==> src/design/stt_pkg.sv <==
`timescale 1ns / 1ps
package stt_pkg;
	typedef enum logic [2:0] {
		CMD_START = 3'd0, CMD_START_RELOAD = 3'd1, CMD_STOP = 3'd2, CMD_READ = 3'd3,
		CMD_COUNT = 3'd4, CMD_TICK = 3'd5, CMD_NEXT = 3'd6, CMD_CLOCK = 3'd7
	} cmd_t;

	typedef enum logic [1:0] {
		ST_OK = 2'd0, ST_FULL = 2'd1, ST_NOT_FOUND = 2'd2, ST_BAD_EVENT = 2'd3
	} status_t;

	typedef enum logic [1:0] {S_IDLE, S_SCAN, S_DONE} state_t;

	typedef struct packed {
		logic [2:0]  cmd;
		logic [7:0]  task_id;
		logic [15:0] event_bits;
		logic [31:0] amount;
	} item_in_t;

	typedef struct packed {
		logic [1:0]  status;
		logic [31:0] read_value;
		logic        fired;
		logic [7:0]  fired_task;
		logic [15:0] fired_event;
		logic        last;
	} item_out_t;
endpackage

==> src/design/software_timer_table.sv <==
`timescale 1ns / 1ps
// Timer table of TIMER_SLOTS slots, scanned one slot per cycle by a single
// shared subtract/compare unit. Every command goes through the accept in
// S_IDLE, a scan of every slot in S_SCAN, then the closing state S_DONE;
// busy is high from the first scan cycle through the closing state, and
// the closing item appears in the cycle after it, when busy is low again and a
// new item may be accepted. A tick emits one fired item per expiring slot
// during the scan, then a closing item with last set. Results are strobed by
// valid for one cycle each and cannot be stalled. All slots are free after reset.
module software_timer_table #(
	parameter int TIMER_SLOTS = 16
) (
	input  logic              clk,
	input  logic              arst_n,
	input  logic              start,
	input  stt_pkg::item_in_t  item_in,
	output logic              busy,
	output logic              valid,
	output stt_pkg::item_out_t item_out
);
	import stt_pkg::*;

	localparam int IW = (TIMER_SLOTS > 1) ? $clog2(TIMER_SLOTS) : 1;
	localparam int CW = $clog2(TIMER_SLOTS + 1);

	logic [7:0]  task_q  [TIMER_SLOTS];
	logic [15:0] event_q [TIMER_SLOTS];
	logic [31:0] rem_q   [TIMER_SLOTS];
	logic [31:0] rel_q   [TIMER_SLOTS];
	logic [31:0] clock_q;

	state_t     state_q, state_d;
	item_in_t   cur_q;
	logic [CW-1:0] idx_q;
	logic       match_found_q, free_found_q, any_q;
	logic [IW-1:0] match_q, free_q;
	logic [31:0] acc_q;

	logic [IW-1:0] idx;
	logic        active, is_match, scan_end, start_cmd;
	logic [31:0] dec;
	logic        valid_d;
	item_out_t   out_d;
	assign idx      = idx_q[IW-1:0];
	assign active   = event_q[idx] != 16'd0;
	assign is_match = active && event_q[idx] == cur_q.event_bits && task_q[idx] == cur_q.task_id;
	assign dec      = (rem_q[idx] > cur_q.amount) ? rem_q[idx] - cur_q.amount : 32'd0;
	assign scan_end = idx_q == CW'(TIMER_SLOTS - 1);
	assign start_cmd = cur_q.cmd == CMD_START || cur_q.cmd == CMD_START_RELOAD;

	always_comb begin
		state_d = state_q;
		unique case (state_q)
			S_IDLE: if (start) state_d = S_SCAN;
			S_SCAN: if (scan_end) state_d = S_DONE;
			S_DONE: state_d = S_IDLE;
			default: state_d = S_IDLE;
		endcase
	end

	always_comb begin
		busy = state_q != S_IDLE;
		valid_d = 1'b0;
		out_d = '0;
		unique case (state_q)
			S_SCAN: begin
				if (cur_q.cmd == CMD_TICK && active && dec == 32'd0) begin
					valid_d = 1'b1;
					out_d.fired = 1'b1;
					out_d.fired_task = task_q[idx];
					out_d.fired_event = event_q[idx];
				end
			end
			S_DONE: begin
				valid_d = 1'b1;
				out_d.last = 1'b1;
				unique case (cmd_t'(cur_q.cmd))
					CMD_START, CMD_START_RELOAD: begin
						if (cur_q.event_bits == 16'd0) out_d.status = ST_BAD_EVENT;
						else if (!match_found_q && !free_found_q) out_d.status = ST_FULL;
					end
					CMD_STOP, CMD_READ: begin
						if (cur_q.event_bits == 16'd0) out_d.status = ST_BAD_EVENT;
						else if (!match_found_q) out_d.status = ST_NOT_FOUND;
						else if (cur_q.cmd == CMD_READ) out_d.read_value = rem_q[match_q];
					end
					CMD_COUNT, CMD_NEXT: out_d.read_value = acc_q;
					default: out_d.read_value = clock_q;
				endcase
			end
			default: ;
		endcase
	end

	always_ff @(posedge clk or negedge arst_n) begin
		if (!arst_n) begin
			state_q <= S_IDLE;
			valid <= 1'b0;
			item_out <= '0;
			cur_q <= '0;
			idx_q <= '0;
			match_found_q <= 1'b0;
			free_found_q <= 1'b0;
			any_q <= 1'b0;
			match_q <= '0;
			free_q <= '0;
			acc_q <= '0;
			clock_q <= '0;
			for (int i = 0; i < TIMER_SLOTS; i++) begin
				event_q[i] <= '0;
				task_q[i] <= '0;
				rem_q[i] <= '0;
				rel_q[i] <= '0;
			end
		end else begin
			state_q <= state_d;
			valid <= valid_d;
			item_out <= out_d;
			unique case (state_q)
				S_IDLE: begin
					cur_q <= item_in;
					idx_q <= '0;
					match_found_q <= 1'b0;
					free_found_q <= 1'b0;
					any_q <= 1'b0;
					acc_q <= '0;
					if (start && item_in.cmd == CMD_TICK)
						clock_q <= clock_q + item_in.amount;
				end
				S_SCAN: begin
					idx_q <= idx_q + 1'b1;
					if (is_match && !match_found_q) begin
						match_found_q <= 1'b1;
						match_q <= idx;
					end
					if (!active && !free_found_q) begin
						free_found_q <= 1'b1;
						free_q <= idx;
					end
					if (cur_q.cmd == CMD_COUNT && active) acc_q <= acc_q + 32'd1;
					if (cur_q.cmd == CMD_NEXT && active && (!any_q || rem_q[idx] < acc_q)) begin
						acc_q <= rem_q[idx];
						any_q <= 1'b1;
					end
					if (cur_q.cmd == CMD_TICK && active) begin
						if (dec == 32'd0) begin
							if (rel_q[idx] != 32'd0) rem_q[idx] <= rel_q[idx];
							else event_q[idx] <= '0;
						end else begin
							rem_q[idx] <= dec;
						end
					end
				end
				S_DONE: begin
					if (start_cmd && cur_q.event_bits != 16'd0) begin
						if (match_found_q) begin
							rem_q[match_q] <= cur_q.amount;
							if (cur_q.cmd == CMD_START_RELOAD) rel_q[match_q] <= cur_q.amount;
						end else if (free_found_q) begin
							task_q[free_q] <= cur_q.task_id;
							event_q[free_q] <= cur_q.event_bits;
							rem_q[free_q] <= cur_q.amount;
							rel_q[free_q] <= (cur_q.cmd == CMD_START_RELOAD) ?
								cur_q.amount : 32'd0;
						end
					end
					if (cur_q.cmd == CMD_STOP && cur_q.event_bits != 16'd0 && match_found_q)
						event_q[match_q] <= '0;
				end
				default: ;
			endcase
		end
	end

	a_done_valid: assert property (@(posedge clk) disable iff (!arst_n)
		state_q == S_DONE |=> valid && item_out.last) else $error("missing closing item");
	a_idle_quiet: assert property (@(posedge clk) disable iff (!arst_n)
		state_q == S_IDLE |=> !valid || $past(state_q) != S_IDLE) else $error("stray item");
	a_fire_not_last: assert property (@(posedge clk) disable iff (!arst_n)
		valid && item_out.fired |-> !item_out.last) else $error("fired item marked last");
endmodule

==> config.mk <==
export PLATFORM = sky130hd
export DESIGN_NAME = software_timer_table
export DESIGN_NICKNAME = d
export VERILOG_FILES = /design/src/design/stt_pkg.sv /design/src/design/software_timer_table.sv
export SDC_FILE = /design/constraint.sdc
export NUM_CORES = 2
export LEC_CHECK = 0
export BUFFER_PORTS_ARGS = -buffer_cell sky130_fd_sc_hd__buf_2
export CELL_PAD_IN_SITES_DETAIL_PLACEMENT = 0
export CELL_PAD_IN_SITES_GLOBAL_PLACEMENT = 1
export CORE_MARGIN = 8
export CORE_UTILIZATION = 58
export CTS_BUF_LIST = sky130_fd_sc_hd__clkbuf_4
export DETAILED_ROUTE_END_ITERATION = 12
export PLACE_DENSITY_LB_ADDON = 0.1
export SYNTH_ARGS = -nofsm -noshare
export SYNTH_HDL_FRONTEND = slang
export SYNTH_SLANG_ARGS = --single-unit
==> constraint.sdc <==
create_clock -name clk -period 16.95 [get_ports clk]
set_clock_uncertainty 0.1 [all_clocks]
set_input_delay 3.39 -clock clk [delete_from_list [all_inputs] [get_ports clk]]
set_output_delay 3.39 -clock clk [all_outputs]
set_load 0.1 [all_outputs]
==> metrics.cfg <==
[run_status]
status = completed

[finish]
seqCellArea_mm2 = 0.0403
fillers = 12000
syn2layout_area_growth_pct = 8.39
drive_above_1_share_pct = 25.0
final_area_mm2 = 0.0928
multiInputGateArea_mm2 = 0.0424
instances_no_fill = 9765
fin_nets = 7695

[placement]
port_buffers = 123
dpl-instance-area_mm2 = 0.0875
dp.cells = 9019
place.gp.congestion = 0.953
hpwl_um = 191000

[clock_tree]
cts_buffers = 436
cts_setup_buffers = 0
cts.clk_slew.worst_paths_ps = 70
cts_tree = built
ctsResizeCount = 0
clock_path_buffers = 4
ctsHoldBuffers = 0
worstSkewPairLatency_ps = 1340
root_buffer = clkbuf_4
h-tree-depth = 5
clock_sinks = 1610

[die]
die_h_um = 400
rows = 141
start_util_pct = 58.2
coreArea_mm2 = 0.147
io_pins = 124
dieArea_mm2 = 0.160
die_x_um = 400

[yosys]
synth_flop_cell = dfrtp_1
ys.warnings.count = 0
syn_avg_cell_area_um2 = 11.3
synthArstFlopShare_pct = 100
syn-num-nets = 7718
synth_edf_count = 0
synthDistinctLibCells = 87
ys_ff_latch = 1610
syn_area_mm2 = 0.0856
syn_inst = 7550
yosysSeqAreaShare_pct = 47.0

[power_and_ir_drop]
cellPowerDensity_mw_per_mm2 = 112
netSwitchingPower_mw = 3.91
power_leakage_nw = 39.6
seqPwrFrac_pct = 42.8
pwr-share-comb_pct = 24.3
ir_drop_mv = 0.124
switching_share_pct = 37.5
power_frac_clock_pct = 32.9
p_int_mw = 6.51

[run]
cap_violations = 0

[detailed_routing]
drc = 0
drtPass1Iterations = 6
vias_per_cell = 7.13
wl_per_cell_um = 32.8
totalWireLength_um = 320000
vias = 69600
antenna_left = 0
drtIter0Drc = 8842

[global_routing]
antenna_found_initial = 19
grt_pass1_vias = 70300
grt-ovfl-total = 0
grt.total_usage_pct = 39.3
grt_max_degree = 180
top_usage_layer = met2
grt_pass1_wl_um = 473000
gr-usage-met1_pct = 51.1
use_met2_pct = 57.8
use_met3_pct = 12.0

[timing]
hold_viol = 0
final-max-slew-violation-count = 0
max_freq_mhz = 112
setup_violations = 0
period_share_pct = 52.9
relSlewSlack_pct = 1.35
worstMarginPinSlew_ps = 1470
finalCriticalPeriod_ps = 8970
rsz0062_at_grt = no
fin_tns_setup_ps = 0

[worst_setup_path]
cp_common_cell = buf_4
path_class = register to register
cpPeakStageDelay_ps = 1030
critPathMaxFanout = 37
crit_chain = buf_4 > buf_4 > mux4_2 > ha_1 > a21oi_2 > nor2_1 > a211oi_1 > o21ai_1 > a2111oi_0 > o21ai_0 > a2111oi_0 > nand4_2 > o311a_2 > o21ai_4 > buf_4 > o21ai_0
critical-path-slowest-cell = dfrtp_4
crit_path_start_kind = register
crit_required_ps = 17940
arrival_ps = 9960
endpoint_kind = register

[hold_path]
hold_class = register to register

-- cells in the mapped netlist (all sizes together) (4+ instances only) --
cell	instances	area share, %
a211oi	15	0.20
mux2	261	3.8
nand2b	38	0.28
nor3b	20	0.18
nor2b	16	0.12
a22o	222	2.3
inv	93	0.41
or2	11	0.080
nor3	47	0.27
nor2	123	0.56
a2111oi	5	0.051
and2	43	0.31
a21oi	171	1.0
nand3	267	1.6
o32ai	5	0.051
o31ai	8	0.086
and3	31	0.23
o32a	13	0.15
o221ai	9	0.092
o211ai	13	0.13
a21boi	6	0.053
xor2	41	0.42
mux4	600	16
o22a	408	4.2
a31oi	10	0.073
o21ai	738	4.4
nor4	32	0.23
dfrtp	1610	47
a22oi	22	0.19
nand2	1273	5.6
ha	104	1.5
a21o	38	0.33
nand4	23	0.18
o22ai	102	0.75
o21a	18	0.16
o311ai	4	0.041
clkbuf	602	2.6
xnor2	25	0.26
or3	10	0.073
o2bb2ai	262	2.7
a31o	4	0.041
and4	4	0.041
buf	155	0.98
o21bai	9	0.083
-- metrics by stage --
step                      hold WS [ps]  utilization, %  setup WS [ps]  power (mW)
after floorplan                    333               -           9150        5.91
after global placement             344            59.5           8190        6.95
after detailed placement           350            59.5           8110        6.97
after CTS                          365            63.1           8060        10.4
after global routing               377            63.1           7480        10.8
final                              363            63.1           7980        10.4
-- critical path, delay by kind of cell (launching register included) --
kind	cells	cell delay, ps
AO/OA/AOI/OAI	9	3910
buffers and inverters	3	2120
flip-flops	1	1030
multiplexers	1	680
adder cells (fa/ha/maj)	1	440
AND/OR/NAND/NOR	2	390
-- layout make-up --
class	count	area share [%]
multi-input combinational	5090	45.7
inverter	93	0.376
antenna	15	0.0404
clock buffer	647	5.23
timing repair buffer	296	2.16
sequential	1610	43.4
clock inverter	84	0.458
tap	1930	2.60
-- per-layer routing --
layer	vias up	wire [um]	share of wire (%)
li1	28400	-	-
met1	35400	119000	37
met2	4571	141000	44
met3	1267	36400	11
met4	16	23200	7.3
met5	-	100	0.031
-- cells by family (layout without fill, tap and decap cells) --
group | Yosys count | in the layout | synth area share [%]
AO/OA/AOI/OAI | 2109 | 2109 | 17.3
XOR/XNOR | 66 | 66 | 0.675
adder cells (fa/ha/maj) | 106 | 106 | 1.57
buffers and inverters | 850 | 1120 | 4.03
flip-flops | 1610 | 1610 | 47.0
multiplexers | 862 | 862 | 19.6
other | 0 | 15 | 0
AND/OR/NAND/NOR | 1947 | 1947 | 9.78
-- power groups by stage --
| stage | registers, mW | logic (mW) | clock network [mW] |
|---|---|---|---|
| after floorplan | 4.09 | 1.83 | 0 |
| after global placement | 4.50 | 2.45 | 0 |
| after detailed placement | 4.51 | 2.46 | 0 |
| after CTS | 4.44 | 2.46 | 3.47 |
| after global routing | 4.48 | 2.64 | 3.66 |
| final | 4.46 | 2.53 | 3.43 |
-- path summary, 6_finish.rpt --
path                                       start                     end  depth (start not counted)  slack, ps
max                         idx_q[2]$_DFFE_PN0P_  rem_q[358]$_DFFE_PN0P_                         16       7980
min                        rel_q[90]$_DFFE_PN0P_   rel_q[90]$_DFFE_PN0P_                          2        360
max reg2reg                 idx_q[2]$_DFFE_PN0P_  rem_q[358]$_DFFE_PN0P_                         16       7980
min reg2reg                rel_q[90]$_DFFE_PN0P_   rel_q[90]$_DFFE_PN0P_                          2        360
max in group asynchronous                 arst_n  rem_q[288]$_DFFE_PN0P_                          4      11260
min in group asynchronous                 arst_n  rel_q[220]$_DFFE_PN0P_                          1       2010
-- layout by cell type, fill, tap and decap left out, types with 40 or more instances in the layout --
| cell | count |
|---|---|
| clkinv_1 | 63 |
| a22o_1 | 222 |
| a21oi_1 | 159 |
| buf_2 | 122 |
| o21ai_0 | 628 |
| mux2_4 | 85 |
| dfrtp_1 | 1602 |
| o22ai_1 | 102 |
| mux4_2 | 600 |
| nand2_1 | 1257 |
| nor2_1 | 112 |
| mux2_2 | 176 |
| clkbuf_4 | 647 |
| xor2_1 | 41 |
| o22a_1 | 403 |
| ha_1 | 102 |
| inv_1 | 93 |
| o21ai_1 | 88 |
| nor3_1 | 43 |
| nand3_1 | 267 |
| buf_4 | 167 |
| and2_1 | 40 |
| o2bb2ai_1 | 262 |
-- flip-flops by register name, indices dropped and copies added, names as in the netlist --
register / count
free_found_q: 1
item_out: 60
state_q: 2
rem_q: 512
valid: 1
idx_q: 5
any_q: 1
match_found_q: 1
match_q: 4
task_q: 128
acc_q: 32
cur_q: 59
clock_q: 32
rel_q: 512
free_q: 4
event_q: 256
(Power assumes the default switching activity.)
